$ cat config.mk
export PLATFORM = sky130hd
export DESIGN_NAME = tilt_differential_drive_mixer_flat
export DESIGN_NICKNAME = d
export VERILOG_FILES = /design/src/sv/tdm_pkg.sv /design/src/sv/tdm_channels.sv /design/src/sv/tdm_angle_map.sv /design/src/sv/tilt_differential_drive_mixer.sv /design/src/flat_wrapper.sv
export SDC_FILE = /design/constraint.sdc
export NUM_CORES = 1
export LEC_CHECK = 0
export BUFFER_PORTS_ARGS = -buffer_cell sky130_fd_sc_hd__buf_2
export CORE_UTILIZATION = 45
export CTS_CLUSTER_DIAMETER = 30
export DETAILED_ROUTE_END_ITERATION = 12
export GPL_TIMING_DRIVEN = 0
export HOLD_SLACK_MARGIN = 0.12
export PLACE_DENSITY = 0.6
export SLEW_MARGIN = 5
export SYNTH_ARGS = -nofsm -noshare
export SYNTH_HDL_FRONTEND = slang
export SYNTH_SLANG_ARGS = --single-unit
$ cat constraint.sdc
create_clock -name clk -period 39.3 [get_ports clk]
set_clock_uncertainty 0.2 [all_clocks]
set_input_delay 3.93 -clock clk [delete_from_list [all_inputs] [get_ports clk]]
set_output_delay 3.93 -clock clk [all_outputs]
set_load 0.1 [all_outputs]
$ cat src/sv/tdm_pkg.sv
`default_nettype none

package tdm_pkg;

    // Field types
    typedef logic signed [15:0] angle_t;
    typedef logic signed [8:0]  speed_t;
    typedef logic signed [9:0]  mix_t;
    typedef logic [1:0]         dir_t;
    typedef logic [7:0]         duty_t;
    typedef logic [15:0]        tick_cnt_t;
    typedef logic [0:0]         cfg_index_t;
    typedef logic [15:0]        cfg_data_t;

    // Request command codes
    localparam logic CMD_PACKET = 1'b0;
    localparam logic CMD_TICK   = 1'b1;

    // Motor direction codes
    localparam dir_t DIR_STOP = 2'd0;
    localparam dir_t DIR_FWD  = 2'd1;
    localparam dir_t DIR_REV  = 2'd2;

    // Register indexes and reset values
    localparam cfg_index_t REG_DEADZONE = 1'b0;
    localparam cfg_index_t REG_TIMEOUT  = 1'b1;
    localparam duty_t      DEADZONE_RESET = 8'd25;
    localparam tick_cnt_t  TIMEOUT_RESET  = 16'd500;

    // Speed range
    localparam mix_t      MIX_MAX   = 10'sd255;
    localparam mix_t      MIX_MIN   = -10'sd255;
    localparam speed_t    SPEED_MAX = 9'sd255;
    localparam speed_t    SPEED_MIN = -9'sd255;
    localparam tick_cnt_t TICK_SAT  = 16'hFFFF;

    // One tilt request as held in the input register
    typedef struct packed {
        logic   command;
        angle_t pitch_angle;
        angle_t roll_angle;
    } tilt_item_t;

endpackage

`default_nettype wire

$ cat src/sv/tdm_channels.sv
`default_nettype none

// Tilt request channel: packet or millisecond tick
interface tdm_tilt_if;
    import tdm_pkg::*;

    logic   valid;
    logic   ready;
    logic   command;
    angle_t pitch_angle;
    angle_t roll_angle;

    modport source (output valid, command, pitch_angle, roll_angle, input ready);
    modport sink   (input valid, command, pitch_angle, roll_angle, output ready);
endinterface

// Drive result channel: per-motor direction and duty
interface tdm_drive_if;
    import tdm_pkg::*;

    logic  valid;
    logic  ready;
    dir_t  left_dir;
    duty_t left_duty;
    dir_t  right_dir;
    duty_t right_duty;
    logic  link_lost;

    modport source (output valid, left_dir, left_duty, right_dir, right_duty, link_lost,
                    input ready);
    modport sink   (input valid, left_dir, left_duty, right_dir, right_duty, link_lost,
                    output ready);
endinterface

`default_nettype wire

$ cat src/sv/tdm_angle_map.sv
`default_nettype none

// Clamp an angle to +/-ANGLE_LIMIT and scale it onto -255..255, truncating
// toward zero. The division by ANGLE_LIMIT is a multiply by a rounded-up
// reciprocal; the shift is wide enough that the quotient is exact for every
// magnitude in range.
module tdm_angle_map #(
    parameter int ANGLE_LIMIT = 5760
) (
    input  tdm_pkg::angle_t angle,
    output tdm_pkg::speed_t mapped
);
    import tdm_pkg::*;

    localparam int MAG_W = $clog2(ANGLE_LIMIT + 1);
    localparam int X_W   = MAG_W + 8;
    localparam int SHIFT = X_W + $clog2(ANGLE_LIMIT);
    localparam longint unsigned RECIP_FULL =
        ((64'd1 << SHIFT) + longint'(ANGLE_LIMIT) - 64'd1) / longint'(ANGLE_LIMIT);
    localparam int M_W   = $clog2(RECIP_FULL + 64'd1);
    localparam int P_W   = (X_W + M_W > SHIFT + 8) ? (X_W + M_W) : (SHIFT + 8);
    localparam logic [M_W-1:0] RECIP = M_W'(RECIP_FULL);
    localparam logic signed [16:0] LIM_POS = 17'(ANGLE_LIMIT);
    localparam logic signed [16:0] LIM_NEG = -17'(ANGLE_LIMIT);

    logic signed [16:0] wide;
    logic signed [16:0] clamped;
    logic signed [16:0] abs_val;
    logic [MAG_W-1:0]   mag;
    logic [X_W-1:0]     scaled;
    logic [P_W-1:0]     prod;
    duty_t              quot;
    speed_t             quot_s;

    // Clamp and take the magnitude
    always_comb
    begin
        wide = 17'(angle);
        if (wide > LIM_POS)
        begin
            clamped = LIM_POS;
        end
        else if (wide < LIM_NEG)
        begin
            clamped = LIM_NEG;
        end
        else
        begin
            clamped = wide;
        end
        abs_val = clamped[16] ? -clamped : clamped;
        mag     = abs_val[MAG_W-1:0];
    end

    // Scale by 255, then divide by the limit through the reciprocal
    assign scaled = {mag, 8'b0} - X_W'(mag);
    assign prod   = P_W'(scaled) * P_W'(RECIP);
    assign quot   = prod[SHIFT +: 8];
    assign quot_s = {1'b0, quot};

    // Restore the sign
    assign mapped = clamped[16] ? -quot_s : quot_s;

endmodule

`default_nettype wire

$ cat src/sv/tilt_differential_drive_mixer.sv
`default_nettype none

// Channel | Dir | Payload                                         | Accept
// --------+-----+-------------------------------------------------+-----------------
// tilt    | in  | command, pitch_angle, roll_angle                | valid && ready
// drive   | out | left_dir, left_duty, right_dir, right_duty,     | valid && ready
//         |     | link_lost                                       |
// cfg     | in  | cfg_index, cfg_wdata (deadzone, timeout_ticks)  | cfg_we
//
// One request per cycle sustained while drive takes results; a taken request
// passes the input register, then the result register, before its result is on drive.
// The mix path (clamp, reciprocal multiply, add, saturate, deadzone) sits
// between the input register and the result register.
// Reset clears the tick counter, both speeds and both valid flags, and
// loads deadzone 25 and timeout 500.
// A stalled drive holds its result; tilt stays ready while the input
// register can move forward.
module tilt_differential_drive_mixer #(
    parameter int ANGLE_LIMIT = 5760
) (
    input  logic                 clk,
    input  logic                 rst_n,
    input  logic                 cfg_we,
    input  tdm_pkg::cfg_index_t  cfg_index,
    input  tdm_pkg::cfg_data_t   cfg_wdata,
    tdm_tilt_if.sink             tilt,
    tdm_drive_if.source          drive
);
    import tdm_pkg::*;

    // Saturate a mixed sum to +/-255 and drop it inside the deadzone
    function automatic speed_t finish_speed(input mix_t sum, input duty_t dz);
        speed_t sat;
        speed_t neg;
        duty_t  mag;
        if (sum > MIX_MAX)
        begin
            sat = SPEED_MAX;
        end
        else if (sum < MIX_MIN)
        begin
            sat = SPEED_MIN;
        end
        else
        begin
            sat = sum[8:0];
        end
        neg = -sat;
        mag = sat[8] ? neg[7:0] : sat[7:0];
        return (mag < dz) ? 9'sd0 : sat;
    endfunction

    // Direction code for a speed
    function automatic dir_t speed_dir(input speed_t s);
        if (s == 9'sd0)
        begin
            return DIR_STOP;
        end
        return s[8] ? DIR_REV : DIR_FWD;
    endfunction

    // Duty (magnitude) for a speed
    function automatic duty_t speed_duty(input speed_t s);
        speed_t neg;
        neg = -s;
        return s[8] ? neg[7:0] : s[7:0];
    endfunction

    logic       item_valid_reg;
    tilt_item_t item_reg;
    logic       out_valid_reg;
    dir_t       left_dir_reg;
    duty_t      left_duty_reg;
    dir_t       right_dir_reg;
    duty_t      right_duty_reg;
    logic       lost_reg;
    duty_t      deadzone_reg;
    tick_cnt_t  timeout_reg;
    tick_cnt_t  cnt_reg;
    tick_cnt_t  cnt_next;
    speed_t     left_speed_reg;
    speed_t     left_speed_next;
    speed_t     right_speed_reg;
    speed_t     right_speed_next;

    logic       advance;
    logic       is_packet;
    logic       lost;
    speed_t     throttle;
    speed_t     steering;
    mix_t       left_sum;
    mix_t       right_sum;
    speed_t     left_fin;
    speed_t     right_fin;

    // Move the held request forward when the result register frees up
    assign advance    = item_valid_reg && (!out_valid_reg || drive.ready);
    assign tilt.ready = !item_valid_reg || advance;

    // Input register: control
    always_ff @(posedge clk or negedge rst_n)
    begin
        if (!rst_n)
        begin
            item_valid_reg <= 1'b0;
        end
        else if (tilt.valid && tilt.ready)
        begin
            item_valid_reg <= 1'b1;
        end
        else if (advance)
        begin
            item_valid_reg <= 1'b0;
        end
    end

    // Input register: payload
    always_ff @(posedge clk)
    begin
        if (tilt.valid && tilt.ready)
        begin
            item_reg.command     <= tilt.command;
            item_reg.pitch_angle <= tilt.pitch_angle;
            item_reg.roll_angle  <= tilt.roll_angle;
        end
    end

    // Map pitch to throttle and roll to steering
    tdm_angle_map #(
        .ANGLE_LIMIT (ANGLE_LIMIT)
    ) u_map_pitch (
        .angle  (item_reg.pitch_angle),
        .mapped (throttle)
    );

    tdm_angle_map #(
        .ANGLE_LIMIT (ANGLE_LIMIT)
    ) u_map_roll (
        .angle  (item_reg.roll_angle),
        .mapped (steering)
    );

    // Mix and finish both motor speeds
    assign left_sum  = mix_t'(throttle) + mix_t'(steering);
    assign right_sum = mix_t'(throttle) - mix_t'(steering);
    assign left_fin  = finish_speed(left_sum, deadzone_reg);
    assign right_fin = finish_speed(right_sum, deadzone_reg);

    // Advance the tick counter and decide link loss
    assign is_packet = (item_reg.command == CMD_PACKET);

    always_comb
    begin
        if (is_packet)
        begin
            cnt_next = '0;
        end
        else if (cnt_reg == TICK_SAT)
        begin
            cnt_next = cnt_reg;
        end
        else
        begin
            cnt_next = cnt_reg + 16'd1;
        end
        lost = (cnt_next > timeout_reg);

        if (lost)
        begin
            left_speed_next  = '0;
            right_speed_next = '0;
        end
        else if (is_packet)
        begin
            left_speed_next  = left_fin;
            right_speed_next = right_fin;
        end
        else
        begin
            left_speed_next  = left_speed_reg;
            right_speed_next = right_speed_reg;
        end
    end

    // Hold counter and speeds
    always_ff @(posedge clk or negedge rst_n)
    begin
        if (!rst_n)
        begin
            cnt_reg         <= '0;
            left_speed_reg  <= '0;
            right_speed_reg <= '0;
        end
        else if (advance)
        begin
            cnt_reg         <= cnt_next;
            left_speed_reg  <= left_speed_next;
            right_speed_reg <= right_speed_next;
        end
    end

    // Configuration writes
    always_ff @(posedge clk or negedge rst_n)
    begin
        if (!rst_n)
        begin
            deadzone_reg <= DEADZONE_RESET;
            timeout_reg  <= TIMEOUT_RESET;
        end
        else if (cfg_we)
        begin
            case (cfg_index)
                REG_DEADZONE: deadzone_reg <= cfg_wdata[7:0];
                REG_TIMEOUT:  timeout_reg  <= cfg_wdata;
                default:      ;
            endcase
        end
    end

    // Result register: control
    always_ff @(posedge clk or negedge rst_n)
    begin
        if (!rst_n)
        begin
            out_valid_reg <= 1'b0;
        end
        else if (advance)
        begin
            out_valid_reg <= 1'b1;
        end
        else if (drive.ready)
        begin
            out_valid_reg <= 1'b0;
        end
    end

    // Result register: payload
    always_ff @(posedge clk)
    begin
        if (advance)
        begin
            left_dir_reg   <= speed_dir(left_speed_next);
            left_duty_reg  <= speed_duty(left_speed_next);
            right_dir_reg  <= speed_dir(right_speed_next);
            right_duty_reg <= speed_duty(right_speed_next);
            lost_reg       <= lost;
        end
    end

    assign drive.valid      = out_valid_reg;
    assign drive.left_dir   = left_dir_reg;
    assign drive.left_duty  = left_duty_reg;
    assign drive.right_dir  = right_dir_reg;
    assign drive.right_duty = right_duty_reg;
    assign drive.link_lost  = lost_reg;

`ifndef ASSERT_OFF
    // A lost link always reports both motors stopped
    a_lost_stops: assert property (@(posedge clk) disable iff (!rst_n)
        out_valid_reg && lost_reg |->
            left_dir_reg == DIR_STOP && right_dir_reg == DIR_STOP &&
            left_duty_reg == 8'd0 && right_duty_reg == 8'd0)
        else $error("link lost but a motor is still driven");

    // A stopped motor has zero duty, a driven one has nonzero duty
    a_dir_duty: assert property (@(posedge clk) disable iff (!rst_n)
        out_valid_reg |->
            ((left_dir_reg == DIR_STOP) == (left_duty_reg == 8'd0)) &&
            ((right_dir_reg == DIR_STOP) == (right_duty_reg == 8'd0)))
        else $error("direction and duty disagree");

    // A packet clears the tick counter
    a_packet_clears: assert property (@(posedge clk) disable iff (!rst_n)
        advance && is_packet |=> cnt_reg == '0)
        else $error("packet did not clear the tick counter");

    // A tick never lowers the tick counter
    a_tick_monotone: assert property (@(posedge clk) disable iff (!rst_n)
        advance && !is_packet |=> cnt_reg >= $past(cnt_reg))
        else $error("tick lowered the tick counter");

    // A held request is not dropped while the result side stalls
    a_item_held: assert property (@(posedge clk) disable iff (!rst_n)
        item_valid_reg && !advance |=> item_valid_reg && $stable(item_reg))
        else $error("held request lost during stall");
`endif

endmodule

`default_nettype wire

$ cat src/flat_wrapper.sv
// flat-port wrapper written by rule: the top's interface ports become plain ports
module tilt_differential_drive_mixer_flat import tdm_pkg::*;
#(
    parameter int ANGLE_LIMIT = 5760
)
  (clk, rst_n, cfg_we, cfg_index, cfg_wdata, tilt_valid, tilt_command, tilt_pitch_angle, tilt_roll_angle, tilt_ready, drive_valid, drive_left_dir, drive_left_duty, drive_right_dir, drive_right_duty, drive_link_lost, drive_ready);
  tdm_tilt_if tilt_i ();
  tdm_drive_if drive_i ();
  input  logic clk;
  input  logic rst_n;
  input  logic cfg_we;
  input  tdm_pkg::cfg_index_t cfg_index;
  input  tdm_pkg::cfg_data_t cfg_wdata;
  input wire logic [$bits(tilt_i.valid)-1:0] tilt_valid;
  input wire logic [$bits(tilt_i.command)-1:0] tilt_command;
  input wire logic [$bits(tilt_i.pitch_angle)-1:0] tilt_pitch_angle;
  input wire logic [$bits(tilt_i.roll_angle)-1:0] tilt_roll_angle;
  output wire logic [$bits(tilt_i.ready)-1:0] tilt_ready;
  output wire logic [$bits(drive_i.valid)-1:0] drive_valid;
  output wire logic [$bits(drive_i.left_dir)-1:0] drive_left_dir;
  output wire logic [$bits(drive_i.left_duty)-1:0] drive_left_duty;
  output wire logic [$bits(drive_i.right_dir)-1:0] drive_right_dir;
  output wire logic [$bits(drive_i.right_duty)-1:0] drive_right_duty;
  output wire logic [$bits(drive_i.link_lost)-1:0] drive_link_lost;
  input wire logic [$bits(drive_i.ready)-1:0] drive_ready;
  assign tilt_i.valid = tilt_valid;
  assign tilt_i.command = tilt_command;
  assign tilt_i.pitch_angle = tilt_pitch_angle;
  assign tilt_i.roll_angle = tilt_roll_angle;
  assign tilt_ready = tilt_i.ready;
  assign drive_valid = drive_i.valid;
  assign drive_left_dir = drive_i.left_dir;
  assign drive_left_duty = drive_i.left_duty;
  assign drive_right_dir = drive_i.right_dir;
  assign drive_right_duty = drive_i.right_duty;
  assign drive_link_lost = drive_i.link_lost;
  assign drive_i.ready = drive_ready;
  tilt_differential_drive_mixer #(.ANGLE_LIMIT(ANGLE_LIMIT)) u_core (.clk(clk), .rst_n(rst_n), .cfg_we(cfg_we), .cfg_index(cfg_index), .cfg_wdata(cfg_wdata), .tilt(tilt_i), .drive(drive_i));
endmodule
==> results of run 1 <==
## per-layer routing
metal  routed length [µm]  track usage, %
met1                25060           28.26
met4                 1288           6.732
met2                26700           38.23
met5                    0               0
met3                 2530           4.188
## layout make-up
class | count | area (µm²) | share of cell area (%)
buffer | 49 | 216.5 | 0.8747
clock buffer | 19 | 454.2 | 1.835
clock inverter | 13 | 100.1 | 0.4045
inverter | 554 | 2079 | 8.403
multi-input combinational | 1804 | 17530 | 70.85
sequential | 114 | 3134 | 12.67
tap | 672 | 840.8 | 3.398
timing repair buffer | 77 | 387.9 | 1.567
## how the worst min path moves through the flow
stage / startpoint / cells past startpoint / to
2_1_floorplan: u_core.right_speed_reg[1]$_DFFE_PN0P_ / 2 / u_core.right_speed_reg[1]$_DFFE_PN0P_
3_3_place_gp: u_core.right_speed_reg[1]$_DFFE_PN0P_ / 2 / u_core.right_speed_reg[1]$_DFFE_PN0P_
3_5_place_dp: u_core.right_speed_reg[1]$_DFFE_PN0P_ / 2 / u_core.right_speed_reg[1]$_DFFE_PN0P_
4_1_cts: u_core.right_speed_reg[1]$_DFFE_PN0P_ / 2 / u_core.right_speed_reg[1]$_DFFE_PN0P_
5_1_grt: u_core.left_speed_reg[6]$_DFFE_PN0P_ / 2 / u_core.left_speed_reg[6]$_DFFE_PN0P_
6_report: u_core.left_speed_reg[8]$_DFFE_PN0P_ / 2 / u_core.left_speed_reg[8]$_DFFE_PN0P_
## stage by stage
stage / cells / area, µm² / utilization (%)
2_1_floorplan: 2521 / 22960 / -
3_3_place_gp: 3270 / 24190 / 48.11
3_5_place_dp: 3270 / 24190 / 48.12
5_1_grt: 3302 / 24750 / 49.22
4_1_cts: 3302 / 24750 / 49.22
6_report: 3302 / 24750 / 49.22
## logic make-up (layout without fill, tap and decap cells)
family	after synthesis	after routing	share of synthesized area, %
fa+ha+maj	673	673	44.72
simple gates	519	519	11.55
buf+inv	603	712	9.994
mux	45	45	2.125
compound gates	441	441	13.06
flops	114	114	13.65
xor+xnor	126	126	4.904
## critical path: cells and delay by family (launching register included)
kind	cells	cell delay [ns]
mux	1	0.20
buf+inv	10	1.31
simple gates	26	5.06
flops	1	0.49
compound gates	18	4.16
xor+xnor	2	0.82
fa+ha+maj	16	6.13
## layout by cell type, fill, tap and decap left out, types with 18 or more instances in the layout
master / count
a31oi_1: 19
nand3_1: 37
inv_1: 551
nand4_1: 24
edfxtp_1: 54
xor2_1: 44
mux2_2: 30
nand2b_1: 28
xnor2_1: 79
fa_1: 248
dfrtp_1: 51
buf_2: 83
clkbuf_1: 36
o211ai_1: 20
o21ai_1: 19
nand2_1: 148
clkbuf_16: 18
a21oi_1: 98
a21o_1: 28
nor2_1: 116
ha_1: 419
nor3_1: 43
o21ai_0: 97
==> reports/metrics.cfg, run 1 <==
[cts]
numClockSinks=114
ctsHtreeMaxLevel=4
cts_tree=done
cts_buffer_depth=2
cts-root-buf=clkbuf_16
post-cts-setup-buffers=0
cts_resized=0
holdBufCountCts=0
insertion_delay_ns=0.48
clkTransAtPathRegs_ns=0.06
cts_made_buffers=17

[setup_path]
critPathRequiredTime_ns=39.42
endpoint_kind=flop
cp.arrival_ns=18.65
worst-r2r-cell-count=73
start_kind=flop
cp_common_cell=ha_1
worstPathMaxFanout=10
worstReg2RegEnd=u_core.drive.left_duty[6]$_DFFE_PP_
max_stage_delay_ns=0.69
critPathCapture=u_core.drive.left_duty[6]$_DFFE_PP_
critical_path_class=reg -> reg
cpMaxStageDelayCell=nor3_1
r2r-start=u_core.item_reg[9]$_DFFE_PP_
critPathLaunch=u_core.item_reg[9]$_DFFE_PP_
reg2reg_slack_ns=20.77

[timing]
final-setup-viol-count=0
period_share_pct=47.15
finalCriticalPeriod_ns=18.53
fmaxAchievable_mhz=53.97
fin_hold_ws_ns=0.2892
hold_viol_final=0
grt_setup_unrepaired=false
drv_slew=0
tightest_slew_ns=1.046
slew-limit-headroom_pct=29.64
setup_tns_ns=0
fin_ws_ns=20.77

[placement]
portBuffers=77
globalplace.congestion=0.9306
dp_hpwl_mm=47.73
place_ws_ns=20.81

[logic_synthesis]
yosysTopAreaCell=ha_1
synth-seq-cells=114
synthArstFlopShare_pct=52.63
avgSynthCellArea_um2=9.108
yosysMostFrequentCell=inv_1
ys_seq_area_share_pct=13.65
synthTopCellsByCount=inv_1, ha_1, fa_1, nand2_1, nor2_1
synth_edf_count=54
synthTopCellsByArea=ha_1, fa_1, inv_1, edfxtp_1, dfrtp_1
synth-warning-count=0
yosys.area.top_type_share_pct=22.83
synth_flop_cell=edfxtp_1
syn_area_mm2=0.02296
synth_nets=3243
ys_types=110
synthCells=2521

[route]
first_pass_iters=5
drc=0
drtIter0Drc=934
wirelength_mm=55.58
detail-route-antenna-nets=0
vias_per_cell=5.333
wl_per_cell_um=16.83
dr_total_vias=17610

[job]
maxCapViolCount=0

[global_routing]
grtUsageTotal_pct=22.26
overflow=0
grt_pass1_wl_mm=92.36
grt_start_max_net_pins=61
antenna_found_initial=0
grt_pass1_vias=18140

[floorplan]
core_area_mm2=0.05027
rows=82
dieArea_mm2=0.05193
pin_count=78
fp.dieW_um=227.9
die_h_um=227.9
initial_core_util_pct=45.67

[finish]
nFillCells=4789
drive_gt1_share_pct=8.289
area_growth_pct=7.776
antenna_cells=0
nets=3339
largest_reg_flops=33

[worst_hold_path]
hp-class=reg -> reg

[status]
status=completed

Power of run 1 is left out: the tool's default activity adds up to more than one toggle a clock period on the data nets, which glitch-free logic cannot reach.
==> run 2: changes to the inputs <==
--- a/config.mk
+++ b/config.mk
@@ -11,7 +11,7 @@
 export DETAILED_ROUTE_END_ITERATION = 12
 export GPL_TIMING_DRIVEN = 0
 export HOLD_SLACK_MARGIN = 0.12
-export PLACE_DENSITY = 0.6
+export PLACE_DENSITY = 0.62
 export SLEW_MARGIN = 5
 export SYNTH_ARGS = -nofsm -noshare
 export SYNTH_HDL_FRONTEND = slang
==> constraint.sdc (replaced) <==
create_clock -name clk -period 16.4 [get_ports clk]
set_clock_uncertainty 0.2 [all_clocks]
set_input_delay 1.64 -clock clk [delete_from_list [all_inputs] [get_ports clk]]
set_output_delay 1.64 -clock clk [all_outputs]
set_load 0.1 [all_outputs]
==> run 2 against run 1 <==
Compared with the run above: via count is 3.1% higher; die area stayed put; count of clock-buffer cells in the layout is 2 lower; setup slack worse by 20 ns; worst hold slack worse by 0.0043 ns; wire length is 2.2% higher; utilization is 3.1 points higher; sequential cell count stayed put; non-clock buffer count is 73 higher; global-route usage is 0.11 points lower; critical endpoint is now u_core.drive.left_duty[4]$_DFFE_PP_; highest routed layer unchanged.
==> reports/metrics.cfg, run 2 (synthesized netlist as in run 1, its figures left out) <==
[finish]
final_common_cell=inv_1
antenna_cells=0  ; unchanged
largest_reg_flops=33  ; unchanged
finalNonFillerCells=3375  ; +2.2%
area_growth_pct=14.55
layout_common_cells=inv_1, ha_1, fa_1
nets=3412  ; +2.2%
drive_gt1_share_pct=15.83  ; +7.5 points

[job]
maxCapViolCount=0  ; unchanged

[timing]
period_share_pct=96.24  ; +49 points
hold_viol_final=0  ; unchanged
fmaxAchievable_mhz=63.36  ; +17%
slew-limit-headroom_pct=29.28  ; -0.36 points
finalCriticalPeriod_ns=15.78  ; -2.746 ns
fin_hold_ws_ns=0.2849  ; -0.004287 ns
final-setup-viol-count=0  ; unchanged
tightest_slew_ns=1.050  ; +0.003250 ns
drv_slew=0  ; unchanged
fin_ws_ns=0.6169  ; -20.15 ns

[placement]
globalplace.congestion=0.9368  ; +0.67%
portBuffers=77  ; unchanged
place_inst=3271  ; +0.031%
place_ws_ns=-1.918  ; -22.73 ns
dp_hpwl_mm=47.15  ; -1.2%

[floorplan]
pin_count=78  ; unchanged
fp.dieW_um=227.9  ; unchanged
rows=82  ; unchanged
dieArea_mm2=0.05193  ; unchanged
initial_core_util_pct=45.67  ; unchanged
die_h_um=227.9  ; unchanged
core_area_mm2=0.05027  ; unchanged

[setup_path]
reg2reg_slack_ns=0.62  ; -20.15 ns
r2r-start=u_core.item_reg[24]$_DFFE_PP_
cp.arrival_ns=15.78  ; -2.87 ns
critPathRequiredTime_ns=16.40  ; -23.02 ns
critical_path_class=reg -> reg
critPathLaunch=u_core.item_reg[24]$_DFFE_PP_
cp_common_cell=ha_1
critPathBufInv=11  ; +1
endpoint_kind=flop
cpLargestDelayFamily=adder cells
worst-r2r-cell-count=69  ; -5.5%
worstPathMaxFanout=10  ; unchanged
worstReg2RegEnd=u_core.drive.left_duty[4]$_DFFE_PP_
start_kind=flop
max_stage_delay_ns=0.56  ; -0.13 ns
cpMaxStageDelayCell=fa_1

[cts]
cts_tree=done
cts-root-buf=clkbuf_16
ctsHtreeMaxLevel=4  ; unchanged
holdBufCountCts=0  ; unchanged
insertion_delay_ns=0.46  ; -0.02 ns
cts_buffer_depth=2  ; unchanged
numClockSinks=114  ; unchanged
clkTransAtPathRegs_ns=0.06  ; about the same
cts_made_buffers=17  ; unchanged

[global_routing]
grt_pass1_wl_mm=93.05  ; +0.75%
antenna_found_initial=1  ; +1
grt_pass1_vias=18540  ; +2.3%
overflow=0  ; unchanged
grtUsageTotal_pct=22.15  ; -0.11 points
grt_start_max_net_pins=61  ; unchanged

[route]
drtIter0Drc=910  ; -2.6%
drc=0  ; unchanged
detail-route-antenna-nets=0  ; unchanged
dr_total_vias=18150  ; +3.1%
wirelength_mm=56.79  ; +2.2%
wl_per_cell_um=16.83  ; about the same
vias_per_cell=5.378  ; +0.84%
first_pass_iters=6  ; +1

[worst_hold_path]
min_path_cells=2  ; unchanged
hp-class=reg -> reg
min_to=u_core.right_speed_reg[1]$_DFFE_PN0P_
hp-start=u_core.right_speed_reg[1]$_DFFE_PN0P_

[status]
status=completed

-- run 2: cell types whose count changed in the layout (fill, tap and decap cells not counted), moves of 8 or more --
cell | previous run | this run
nor3_1 | 43 | 35
clkbuf_1 | 36 | 26
o21ai_2 | 2 | 10
ha_1 | 419 | 397
ha_4 | 0 | 11
o21ai_0 | 97 | 89
a21oi_2 | 3 | 13
buf_4 | 5 | 82
ha_2 | 0 | 11
nor2_1 | 116 | 103
a21oi_1 | 98 | 87
xnor2_1 | 79 | 69
-- run 2: area by class of cell --
| class | instances | area, µm² |
|---|---|---|
| Fill cell | 4653 | 23970 |
| Clock inverter | 15 | 166.4 |
| Timing Repair Buffer | 152 | 963.4 |
| Multi-Input combinational cell | 1804 | 18440 |
| Tap cell | 672 | 840.8 |
| Sequential cell | 114 | 3134 |
| Clock buffer | 17 | 425.4 |
| Inverter | 554 | 2085 |
| Buffer | 47 | 252.7 |
-- run 2: timing repair --
action | in CTS | in global routing
buffers inserted | 26 | 48
pin swaps | 13 | 64
resized for setup | 74 | 134
endpoints found under the setup margin | 38 | 38
-- run 2: metrics by stage --
stage	utilization (%)	setup TNS (ns)	area, µm²
3_5_place_dp	48.16	-47.33	24210
3_3_place_gp	48.11	-36.98	24190
4_1_cts	50.30	-0.004121	25290
2_1_floorplan	-	0	22960
5_1_grt	52.32	-0.6778	26300
6_report	52.32	0	26300
-- run 2: how the worst max path moves through the flow --
stage | to | slack (ns) | depth (start not counted)
2_1_floorplan | u_core.drive.left_duty[6]$_DFFE_PP_ | 0.88 | 70
3_3_place_gp | u_core.drive.right_duty[6]$_DFFE_PP_ | -1.65 | 69
3_5_place_dp | u_core.drive.left_duty[6]$_DFFE_PP_ | -1.92 | 71
4_1_cts | u_core.drive.left_duty[6]$_DFFE_PP_ | -0.004 | 71
5_1_grt | u_core.drive.right_duty[6]$_DFFE_PP_ | -0.13 | 68
6_report | u_core.drive.left_duty[4]$_DFFE_PP_ | 0.62 | 69
-- run 2: metal layers --
metal / vias up / part of all wire, % / global-route usage (%)
met1: 8882 / 45 / 28.36
met4: 0 / 2.4 / 6.250
li1: 8793 / - / -
met2: 389 / 49 / 39.00
met3: 87 / 3.9 / 2.838
met5: - / 0 / 0
-- run 2: worst register-to-register path: cells and delay by family (launching register included) --
kind                       cells  cell delay, ns
adders and majority gates     15            5.39
AOI/OAI and AO/OA             24            5.13
and+or+nand+nor               16            2.50
buffers and inverters         11            1.41
xor gates and xnor gates       3            0.52
DFF                            1            0.41
Power of run 2 is left out for the same reason.
==> run 3: changes to the inputs <==
--- a/config.mk
+++ b/config.mk
@@ -6,12 +6,13 @@
 export NUM_CORES = 1
 export LEC_CHECK = 0
 export BUFFER_PORTS_ARGS = -buffer_cell sky130_fd_sc_hd__buf_2
+export CAP_MARGIN = 20
 export CORE_UTILIZATION = 45
 export CTS_CLUSTER_DIAMETER = 30
 export DETAILED_ROUTE_END_ITERATION = 12
 export GPL_TIMING_DRIVEN = 0
 export HOLD_SLACK_MARGIN = 0.12
-export PLACE_DENSITY = 0.62
+export PLACE_DENSITY = 0.68
 export SLEW_MARGIN = 5
 export SYNTH_ARGS = -nofsm -noshare
 export SYNTH_HDL_FRONTEND = slang
==> run 3 against run 2 <==
Compared with the run above: via count is 0.94% lower; cell count hardly changed; register-to-register slack hardly changed; critical path depth is 2 lower; utilization is 0.13 points lower; setup slack better by 0.0024 ns; sequential share of layout area hardly changed; worst hold slack worse by 0.0033 ns; sequential cell count stayed put; critical endpoint is now u_core.drive.left_duty[6]$_DFFE_PP_; highest routed layer unchanged.
==> reports/metrics.cfg, run 3 (synthesized netlist as in run 1, its figures left out) <==
[status]
status=completed

[timing]
fmaxAchievable_mhz=63.37  ; about the same
slew-limit-headroom_pct=31.26  ; +2.0 points
fin_hold_ws_ns=0.2817  ; -0.003262 ns
setup_tns_ns=0  ; unchanged
final-setup-viol-count=0  ; unchanged
drv_slew=0  ; unchanged
finalCriticalPeriod_ns=15.78  ; -0.002357 ns
hold_viol_final=0  ; unchanged
period_share_pct=96.22  ; about the same
tightest_slew_ns=1.020  ; -0.02933 ns

[setup_path]
cpMaxStageDelayCell=fa_1
critical_path_class=reg -> reg
max_stage_delay_ns=0.58  ; +0.02 ns
endpoint_kind=flop
critPathRequiredTime_ns=16.49  ; +0.09 ns
start_kind=flop
r2r-start=u_core.item_reg[18]$_DFFE_PP_
worstPathMaxFanout=10  ; unchanged
critPathBufInv=9  ; -2
cp.arrival_ns=15.88  ; +0.10 ns
critPathLaunch=u_core.item_reg[18]$_DFFE_PP_
cpLargestDelayFamily=adder cells
cp_common_cell=ha_1

[global_routing]
grt_pass1_vias=18540  ; -0.022%
grt_pass1_wl_mm=90.92  ; -2.3%
grt_start_max_net_pins=61  ; unchanged
overflow=0  ; unchanged
antenna_found_initial=0  ; -1
grtUsageTotal_pct=21.53  ; -0.61 points

[floorplan]
rows=82  ; unchanged
core_area_mm2=0.05027  ; unchanged
fp.dieW_um=227.9  ; unchanged
dieArea_mm2=0.05193  ; unchanged
initial_core_util_pct=45.67  ; unchanged
die_h_um=227.9  ; unchanged
pin_count=78  ; unchanged

[cts]
clkTransAtPathRegs_ns=0.06  ; about the same
numClockSinks=114  ; unchanged
cts_tree=done
holdBufCountCts=0  ; unchanged
insertion_delay_ns=0.46  ; about the same
cts_made_buffers=17  ; unchanged
cts-root-buf=clkbuf_16
cts_buffer_depth=2  ; unchanged
ctsHtreeMaxLevel=4  ; unchanged

[finish]
nets=3414  ; +0.059%
largest_reg_flops=33  ; unchanged
nFillCells=4488  ; -3.5%
layout_common_cells=inv_1, ha_1, fa_1
antenna_cells=0  ; unchanged
multi_input_area_mm2=0.01832  ; -0.64%
drive_gt1_share_pct=15.53  ; -0.31 points
seqCellArea_mm2=0.003134  ; unchanged
area_growth_pct=14.28
final_common_cell=inv_1

[route]
drc=0  ; unchanged
dr_total_vias=17980  ; -0.94%
first_pass_iters=5  ; -1
detail-route-antenna-nets=0  ; unchanged
drtIter0Drc=940  ; +3.3%
vias_per_cell=5.325  ; -1.0%
wirelength_mm=55.65  ; -2.0%
wl_per_cell_um=16.48  ; -2.1%

[placement]
portBuffers=77  ; unchanged
dp_hpwl_mm=45.98  ; -2.5%
globalplace.congestion=0.9485  ; +1.2%

[worst_hold_path]
hp-start=u_core.left_speed_reg[8]$_DFFE_PN0P_
hp-class=reg -> reg

[job]
maxCapViolCount=0  ; unchanged

## run 3: metal layers
metal / GRT usage, % / wire length (µm) / vias up
met3: 3.025 / 2040 / 88
met5: 0 / 0 / -
met2: 37.55 / 27220 / 404
met4: 6.837 / 1352 / 0
met1: 27.42 / 25040 / 8704
li1: - / - / 8785
## run 3: tightest hold or removal path, stage by stage, from the launching register on
cell and delay, ns:
dfrtp_1 0.35, nand2_1 0.05, nand2_1 0.05
## run 3: timing repair
item | CTS | global route
buffers inserted | 30 | 46
endpoints found under the setup margin | 38 | 38
pin swaps | 16 | 59
gates cloned | 0 | 2
gates resized for setup | 67 | 123
## run 3: final cells by class
| class | instances | area share (%) |
|---|---|---|
| repair buffers | 154 | 3.681 |
| plain buffers | 46 | 0.9442 |
| clock buffers | 18 | 1.636 |
| flip-flops and latches | 114 | 11.95 |
| well taps | 672 | 3.204 |
| clock inverters | 14 | 0.8536 |
| inverters | 554 | 7.925 |
| multi-input cells | 1805 | 69.81 |
## run 3: path summary, 6_finish.rpt
path / endpoint / slack (ns) / cells past startpoint
min in group asynchronous: u_core.timeout_reg[11]$_DFFE_PN0P_ / 1.06 / 1
worst min register to register: u_core.left_speed_reg[8]$_DFFE_PN0P_ / 0.28 / 2
max in group asynchronous: u_core.left_speed_reg[8]$_DFFE_PN0P_ / 14.40 / 1
worst max register to register: u_core.drive.left_duty[6]$_DFFE_PP_ / 0.62 / 67
worst max-delay path: u_core.drive.left_duty[6]$_DFFE_PP_ / 0.62 / 67
worst min-delay path: u_core.left_speed_reg[8]$_DFFE_PN0P_ / 0.28 / 2
## run 3: stage by stage
step	std cells	util, %	area [µm²]	setup slack (ns)
floorplan	2521	-	22960	0.8760
global placement	3270	48.11	24190	-1.517
detailed placement	3270	48.12	24190	-1.891
CTS	3329	50.33	25300	0.001315
global route	3377	52.19	26240	-0.1419
finish	3377	52.19	26240	0.6192
Power of run 3 is left out for the same reason.
